### config.mk
export PLATFORM = sky130hd
export DESIGN_NAME = serial_frame_builder_crc16_core
export DESIGN_NICKNAME = d
export VERILOG_FILES = /design/src/rtl/sfb_pkg.sv /design/src/rtl/serial_frame_builder_crc16_core.sv
export SDC_FILE = /design/constraint.sdc
export NUM_CORES = 1
export LEC_CHECK = 0
export BUFFER_PORTS_ARGS = -buffer_cell sky130_fd_sc_hd__buf_4
export CORE_ASPECT_RATIO = 0.7
export CORE_MARGIN = 2
export CORE_UTILIZATION = 58
export CTS_BUF_LIST = sky130_fd_sc_hd__clkbuf_8 sky130_fd_sc_hd__clkbuf_16
export CTS_CLUSTER_DIAMETER = 120
export DETAILED_ROUTE_END_ITERATION = 16
export PLACE_DENSITY_LB_ADDON = 0.05
export SLEW_MARGIN = 20
export SYNTH_ARGS = -nofsm -noshare
export SYNTH_HDL_FRONTEND = slang
export SYNTH_SLANG_ARGS = --single-unit
### constraint.sdc
create_clock -name clk -period 5.2 [get_ports clk]
set_input_delay 0.78 -clock clk [delete_from_list [all_inputs] [get_ports clk]]
set_output_delay 0.78 -clock clk [all_outputs]
set_load 0.01 [all_outputs]
### src/rtl/sfb_pkg.sv
`timescale 1ns / 1ps

package sfb_pkg;

  localparam logic [7:0]  FRAME_HEAD = 8'hE6;
  localparam logic [7:0]  FRAME_TAIL = 8'h6E;
  localparam logic [15:0] CRC_POLY_REFLECTED = 16'hA001;
  localparam logic [15:0] CRC_INIT = 16'h0000;
  localparam logic [15:0] CRC_XOROUT = 16'hFFFF;

  localparam int unsigned NUM_SLOTS = 12;

  typedef logic [3:0] slot_t;

  localparam slot_t SLOT_HEAD0  = 4'd0;
  localparam slot_t SLOT_HEAD1  = 4'd1;
  localparam slot_t SLOT_SEQ_HI = 4'd2;
  localparam slot_t SLOT_SEQ_LO = 4'd3;
  localparam slot_t SLOT_CODE   = 4'd4;
  localparam slot_t SLOT_LEN_HI = 4'd5;
  localparam slot_t SLOT_LEN_LO = 4'd6;
  localparam slot_t SLOT_DATA   = 4'd7;
  localparam slot_t SLOT_CRC_HI = 4'd8;
  localparam slot_t SLOT_CRC_LO = 4'd9;
  localparam slot_t SLOT_TAIL0  = 4'd10;
  localparam slot_t SLOT_TAIL1  = 4'd11;

  function automatic logic [15:0] crc16_byte(input logic [15:0] crc_in,
                                             input logic [7:0] data_in);
    logic [15:0] crc;
    crc = crc_in ^ {8'h00, data_in};
    for (int i = 0; i < 8; i++) begin
      if (crc[0]) begin
        crc = (crc >> 1) ^ CRC_POLY_REFLECTED;
      end else begin
        crc = crc >> 1;
      end
    end
    return crc;
  endfunction

endpackage

### src/rtl/serial_frame_builder_crc16_core.sv
`timescale 1ns / 1ps

// Serial frame builder with a CRC-16/MAXIM check word.
// The input channel takes one item per transfer. An item with the first flag
// opens a frame and yields the header E6 E6, sequence, message code and
// length. Inside an open frame, an item with payload yields that byte and an
// item with tlast closes the frame and yields the CRC, high byte first, then
// 6E 6E; outside a frame both are dropped. The final 6E carries out_tlast,
// and out_tuser flags a payload count that differs from the declared length.
// The output channel moves one frame byte per transfer. An accepted item is
// held in the job registers; its bytes enter the output register in order,
// one byte per cycle unless the receiver stalls. An item yields up to 12
// bytes; one that yields nothing is retired without output. The next item is
// accepted in the cycle that the current item's last byte enters the output
// register, so payload-only items run at one item per cycle unless the
// receiver stalls. The byte rate is set by the single output register and
// the one-byte CRC update per cycle. When the receiver stalls, the output
// register holds its byte and the pending item waits; in_tready stays low
// until the item's last byte can enter the output register.
// Reset clears the CRC, the counters, the open-frame flag and both
// pipeline valid flags; no frame is open after reset.

module serial_frame_builder_crc16_core
  import sfb_pkg::*;
(
  input  logic        clk,
  input  logic        rst_n,
  input  logic        in_tvalid,
  output logic        in_tready,
  // sequence_number [15:0], message_code [23:16], payload_length [39:24],
  // data_byte [47:40]
  input  logic [47:0] in_tdata,
  // has_data [0], first_item [1]
  input  logic [1:0]  in_tuser,
  input  logic        in_tlast,
  output logic        out_tvalid,
  input  logic        out_tready,
  // out_byte [7:0]
  output logic [7:0]  out_tdata,
  // length_error [0]
  output logic        out_tuser,
  output logic        out_tlast
);

  logic        job_valid_r;
  logic [15:0] job_seq_r;
  logic [7:0]  job_code_r;
  logic [15:0] job_len_r;
  logic [7:0]  job_data_r;
  logic        job_has_data_r;
  logic        job_first_r;
  logic        job_last_r;
  slot_t       idx_r;
  slot_t       idx_nxt;

  logic [15:0] crc_r;
  logic [15:0] crc_nxt;
  logic [15:0] bytes_r;
  logic [15:0] bytes_nxt;
  logic [15:0] decl_r;
  logic [15:0] decl_nxt;
  logic        in_frame_r;
  logic        in_frame_nxt;
  logic        overrun_r;
  logic        overrun_nxt;

  logic        out_valid_r;
  logic [7:0]  out_byte_r;
  logic        out_end_r;
  logic        out_err_r;

  logic                 in_frame_eff;
  logic [NUM_SLOTS-1:0] mask;
  logic [NUM_SLOTS-1:0] pending;
  logic [NUM_SLOTS-1:0] rest;
  slot_t                slot;
  logic                 can_emit;
  logic                 emit;
  logic                 job_done;
  logic                 in_fire;
  logic [7:0]           slot_byte;
  logic                 slot_end;
  logic                 slot_err;
  logic [15:0]          crc_final;

  assign in_frame_eff = job_first_r | in_frame_r;
  assign mask = {{4{job_last_r & in_frame_eff}}, job_has_data_r & in_frame_eff,
                 {7{job_first_r}}};

  always_comb begin
    pending = '0;
    slot = SLOT_HEAD0;
    for (int k = 0; k < NUM_SLOTS; k++) begin
      pending[k] = mask[k] && (slot_t'(k) >= idx_r);
    end
    for (int k = NUM_SLOTS - 1; k >= 0; k--) begin
      if (pending[k]) begin
        slot = slot_t'(k);
      end
    end
  end

  assign rest      = pending & (pending - NUM_SLOTS'(1));
  assign can_emit  = !out_valid_r || out_tready;
  assign emit      = job_valid_r && (pending != '0) && can_emit;
  assign job_done  = job_valid_r && ((pending == '0) || (can_emit && (rest == '0)));
  assign in_tready = !job_valid_r || job_done;
  assign in_fire   = in_tvalid && in_tready;
  assign crc_final = crc_r ^ CRC_XOROUT;

  always_comb begin
    slot_byte    = FRAME_HEAD;
    slot_end     = 1'b0;
    slot_err     = 1'b0;
    crc_nxt      = crc_r;
    bytes_nxt    = bytes_r;
    decl_nxt     = decl_r;
    in_frame_nxt = in_frame_r;
    overrun_nxt  = overrun_r;
    case (slot)
      SLOT_HEAD0: begin
        slot_byte    = FRAME_HEAD;
        crc_nxt      = CRC_INIT;
        bytes_nxt    = '0;
        decl_nxt     = job_len_r;
        in_frame_nxt = 1'b1;
        overrun_nxt  = 1'b0;
      end
      SLOT_HEAD1:  slot_byte = FRAME_HEAD;
      SLOT_SEQ_HI: slot_byte = job_seq_r[15:8];
      SLOT_SEQ_LO: slot_byte = job_seq_r[7:0];
      SLOT_CODE:   slot_byte = job_code_r;
      SLOT_LEN_HI: slot_byte = job_len_r[15:8];
      SLOT_LEN_LO: slot_byte = job_len_r[7:0];
      SLOT_DATA: begin
        slot_byte = job_data_r;
        if (bytes_r == 16'hFFFF) begin
          overrun_nxt = 1'b1;
        end else begin
          bytes_nxt = bytes_r + 16'd1;
        end
      end
      SLOT_CRC_HI: slot_byte = crc_final[15:8];
      SLOT_CRC_LO: slot_byte = crc_final[7:0];
      SLOT_TAIL0:  slot_byte = FRAME_TAIL;
      SLOT_TAIL1: begin
        slot_byte    = FRAME_TAIL;
        slot_end     = 1'b1;
        slot_err     = overrun_r || (bytes_r != decl_r);
        in_frame_nxt = 1'b0;
      end
      default: slot_byte = FRAME_HEAD;
    endcase
    case (slot) inside
      SLOT_SEQ_HI, SLOT_SEQ_LO, SLOT_CODE, SLOT_LEN_HI, SLOT_LEN_LO, SLOT_DATA: begin
        crc_nxt = crc16_byte(crc_r, slot_byte);
      end
      default: ;
    endcase
  end

  assign idx_nxt = slot + slot_t'(1);

  always_ff @(posedge clk) begin
    if (!rst_n) begin
      job_valid_r <= 1'b0;
      idx_r       <= SLOT_HEAD0;
    end else if (in_fire) begin
      job_valid_r <= 1'b1;
      idx_r       <= SLOT_HEAD0;
    end else if (job_done) begin
      job_valid_r <= 1'b0;
    end else if (emit) begin
      idx_r <= idx_nxt;
    end
  end

  always_ff @(posedge clk) begin
    if (in_fire) begin
      job_seq_r      <= in_tdata[15:0];
      job_code_r     <= in_tdata[23:16];
      job_len_r      <= in_tdata[39:24];
      job_data_r     <= in_tdata[47:40];
      job_has_data_r <= in_tuser[0];
      job_first_r    <= in_tuser[1];
      job_last_r     <= in_tlast;
    end
  end

  always_ff @(posedge clk) begin
    if (!rst_n) begin
      crc_r      <= CRC_INIT;
      bytes_r    <= '0;
      decl_r     <= '0;
      in_frame_r <= 1'b0;
      overrun_r  <= 1'b0;
    end else if (emit) begin
      crc_r      <= crc_nxt;
      bytes_r    <= bytes_nxt;
      decl_r     <= decl_nxt;
      in_frame_r <= in_frame_nxt;
      overrun_r  <= overrun_nxt;
    end
  end

  always_ff @(posedge clk) begin
    if (!rst_n) begin
      out_valid_r <= 1'b0;
    end else if (emit) begin
      out_valid_r <= 1'b1;
    end else if (out_tready) begin
      out_valid_r <= 1'b0;
    end
  end

  always_ff @(posedge clk) begin
    if (emit) begin
      out_byte_r <= slot_byte;
      out_end_r  <= slot_end;
      out_err_r  <= slot_err;
    end
  end

  assign out_tvalid = out_valid_r;
  assign out_tdata  = out_byte_r;
  assign out_tlast  = out_end_r;
  assign out_tuser  = out_err_r;

endmodule

==> summary by stage <==
Timing
The timing-limited maximum frequency is 221 MHz. After layout, the minimum clock period comes to between 4000 and 5000 ps. Setup repair after global routing left no endpoint under its margin. The final number of max-transition violations is 0. Setup violations remaining at the end of the flow were counted as 0.

Measured against its own limit, the worst slew margin works out to 34.8%. For the pin with the worst max-slew slack, the measured transition is 979 ps. In the final timing run, aggregate negative setup slack is 0 ps. The clock skew is 10.0 ps. The number of hold violations in the final report is 0. The worst path uses approximately 87% of the clock period.

Outcome
The run finished with clean final reports.

Clock network
The H-tree was split into 4 levels. After clock tree synthesis, the setup repair step added 0 buffers. TritonCTS built the clock tree. The maximum count of clock buffers along a single path is 2. The clock latency on the worst-skew pair is approximately 420 ps. Post-CTS repair changed the size of 0 cells. The total CTS buffers is 17. The number of hold buffers added after cts is 0.

The clock net sink count is 117. The clock transition at the register clock pins on the worst setup and hold paths after CTS is 60 ps. The root buffer cell chosen for the clock tree is clkbuf_16.

Routing
After the first detailed-routing iteration, the DRC count stood at about 350. The total number of vias is about 4,200. The average detailed-routed wire length per instance is 19.2 um.

The per-cell via count in the routed design is roughly 6. Summed over all layers, the routed wires come to about 14,000 um. The pre-antenna-repair detailed-routing pass consisted of 5 iterations. The count of nets left with antenna violations once routing finished came out at 0. The remaining routing DRC violations is 0.

Power
The portion of total power attributed to the clock network is between 40% and 50%. The cell internal power dissipation is 1.91 mW. The combinational fraction of design power is 17.3%. Dividing total power by cell area gives a power density of around 400 nW/um2.

The sequential power share is 40.7%. Summed over all nets, the switching power comes to 0.753 mW. The largest voltage drop on the vdd net is 0.275 mV. The net switching fraction of the power is 28.3%. The leakage power figure is 2.43 nW.

Critical path
The kind of capture point of the worst setup path is a flip-flop. At the worst endpoint, the required time is 5540 ps. The startpoint type of the worst setup path is a flip-flop. The arrival time reported for the critical path endpoint is just under 5000 ps.

The critical path in this run is classified as flip-flop to flip-flop. On the worst path, the slowest cell contributes a delay of 520 ps. The critical path goes through o21ai_1, nor2_1, a21o_1, a21oi_1, inv_1, ha_1, buf_4, a222oi_1, a21oi_1, o21ai_0, nand4_2, xor2_2, xnor2_1, xnor2_1, xnor2_1, a22oi_1, nor2b_1. The minimum setup slack among reg-to-reg paths is 680 ps.

The slowest stage of the critical path belongs to the cell edfxtp_1. In this run the worst path has a maximum fanout of 16. Among the stages of the critical path, the cell type that occurs most often is xnor2_1.

Global route
In the global route stage, met3 resource usage came out at 8.18%. For this run, global-route usage on met1 was measured as 44.2%. The all-layer global routing usage is 28.6%.

The total congestion overflow is 0. The via count of the first global-routing pass is roughly 4,000. The initial antenna violation count came to 0.

The maximum number of pins on one net before global-route repair is 44. The global routing met2 resource utilization is between 30% and 40%. The global routing stage identified its most utilized layer as met1. The first global-routing pass estimated 22,100 um of wire.

Synthesis
The count of flip-flops with a built-in enable after synthesis is 61. In the synthesized netlist the dominant register cell turns out to be edfxtp_1. Averaged over all synthesized cells, the footprint is 10.9 um2. The count of yosys warnings during synthesis is 0. Synthesis inferred 117 register bits. The synthesized netlist occupies a cell area of 5530 um2. The share of synthesized area occupied by flip-flops and latches is 53.4%. The post-synthesis cell count is 507. Counting every net in the synthesized netlist gives 567. The netlist uses 65 different library cells. The proportion of synthesized flip-flops having asynchronous set or reset is 0%.

Placement
Routability-driven placement finished with a final weighted congestion of 0.905. Summed over all nets, the half-perimeter wirelength after detailed placement is 9760 um. In this run the tool buffered the top-level ports with 66 buffer cells.

Floorplanning
The floorplan step defined a die boundary enclosing approximately 10,000 um2. For this design the top-level I/O count stands at between 60 and 70. The initial core utilization is roughly three fifths.

The floorplan core area is 9140 um2. The die boundary width is 121 um. The total number of placement rows is 29.

In this run the vertical extent of the chip is 85.7 um.

Layout
In the final design database the tool counted roughly 640 nets. The share of post-route cells with drive strength above 1 is 22.1%. Cells fill between 70 and 80% of the core in the end. The area added between synthesis and finish is 21.0%. 0 antenna diodes ended up in the layout.

Min path
The worst hold path belongs to the class flip-flop to flip-flop.

Job
The max-cap violation count is 0.
-- final cells by class --
type                    instances  area (um2)
flip-flops and latches        117        2950
fillers                       663        2460
multi-input cells             351        2400
repair buffers                 72         541
clock buffers                  17         425
well taps                     124         155
clock inverters                15         145
inverters                      17        63.8
-- stage by stage --
step | std cells | hold WS [ps] | setup WS, ps | power (mW) | instance area [um2]
6_report | 713 | 479 | 679 | 2.66 | 6690
2_1_floorplan | 507 | 455 | 1220 | 1.42 | 5530
3_3_place_gp | 681 | 464 | 962 | 1.55 | 6120
5_1_grt | 713 | 515 | 334 | 2.77 | 6690
3_5_place_dp | 681 | 472 | 830 | 1.56 | 6120
4_1_cts | 713 | 481 | 764 | 2.67 | 6690
-- worst paths after layout --
kind,start,endpoint,cells past startpoint
setup / recovery,job_first_r$_DFFE_PP_,crc_r[15]$_SDFFE_PN0P_,17
setup reg to reg,job_first_r$_DFFE_PP_,crc_r[15]$_SDFFE_PN0P_,17
hold reg to reg,decl_r[5]$_SDFFE_PN0P_,decl_r[5]$_SDFFE_PN0P_,2
hold / removal,decl_r[5]$_SDFFE_PN0P_,decl_r[5]$_SDFFE_PN0P_,2
-- synthesized netlist by cell type, types with 8 or more instances --
library cell,n,area share (%)
nand2_1,59,4.0
o21ai_0,14,1.3
xor2_1,8,1.3
xnor2_1,28,4.4
a22oi_1,25,3.4
and2_1,8,0.91
nor2_1,25,1.7
o22ai_1,9,1.0
edfxtp_1,61,33
nor2b_1,19,2.2
dfxtp_1,56,20
inv_1,16,1.1
a21oi_1,22,2.0
a21boi_0,19,2.6
clkbuf_1,15,1.0
nand3_1,15,1.4
-- critical path: cells and delay by family, from the launching register on --
family | cells | cell delay [ps]
AOI/OAI and AO/OA | 7 | 1890
xor gates and xnor gates | 4 | 850
DFF | 1 | 520
and+or+nand+nor | 3 | 480
buffers and inverters | 2 | 370
adders and majority gates | 1 | 340
-- per-layer routing --
metal / wire length (um) / part of all wire [%]
met1: 6670 / 49
met2: 5730 / 42
met3: 1190 / 8.7
met4: 125 / 0.91
met5: 0 / 0
-- power by group through the flow --
stage	Clock [mW]	Combinational (mW)	Sequential (mW)
detailed placement	0	0.456	1.10
CTS	1.13	0.459	1.08
finish	1.12	0.461	1.08
floorplan	0	0.334	1.09
global placement	0	0.448	1.10
global route	1.17	0.504	1.09
-- flip-flops by register name, summed over array words and instances (netlist names), 4 cells and up --
register	flops
idx_r	4
bytes_r	16
job_data_r	8
crc_r	16
out_tdata	8
job_code_r	8
decl_r	16
job_seq_r	16
job_len_r	16
-- cells by family (layout without fill, tap and decap cells) --
logic type / Yosys count / in the layout / share of synthesized area (%)
adder cells (fa/ha/maj): 5 / 5 / 1.13
AND/OR/NAND/NOR: 168 / 168 / 15.8
multiplexers: 4 / 4 / 0.747
buffers and inverters: 39 / 121 / 3.08
XOR/XNOR: 45 / 45 / 8.69
flip-flops: 117 / 117 / 53.4
AO/OA/AOI/OAI: 129 / 129 / 17.1
-- cells in the final DEF, fill, tap and decap left out, types with 7 or more instances in the layout --
cell | netlist | layout
dfxtp_1 | 56 | 56
nand4_1 | 7 | 7
or3_1 | 7 | 7
xnor2_1 | 28 | 28
a22oi_1 | 25 | 25
nand2_1 | 59 | 59
o21ai_0 | 14 | 14
o22ai_1 | 9 | 9
and2_1 | 8 | 7
a21oi_1 | 22 | 22
inv_1 | 16 | 16
xor2_1 | 8 | 8
nor2_1 | 25 | 25
a21boi_0 | 19 | 19
nand3_1 | 15 | 15
edfxtp_1 | 61 | 61
clkbuf_16 | 0 | 17
nor2b_1 | 19 | 19
xor2_2 | 7 | 7
buf_4 | 1 | 72
(Power assumes the default switching activity.)
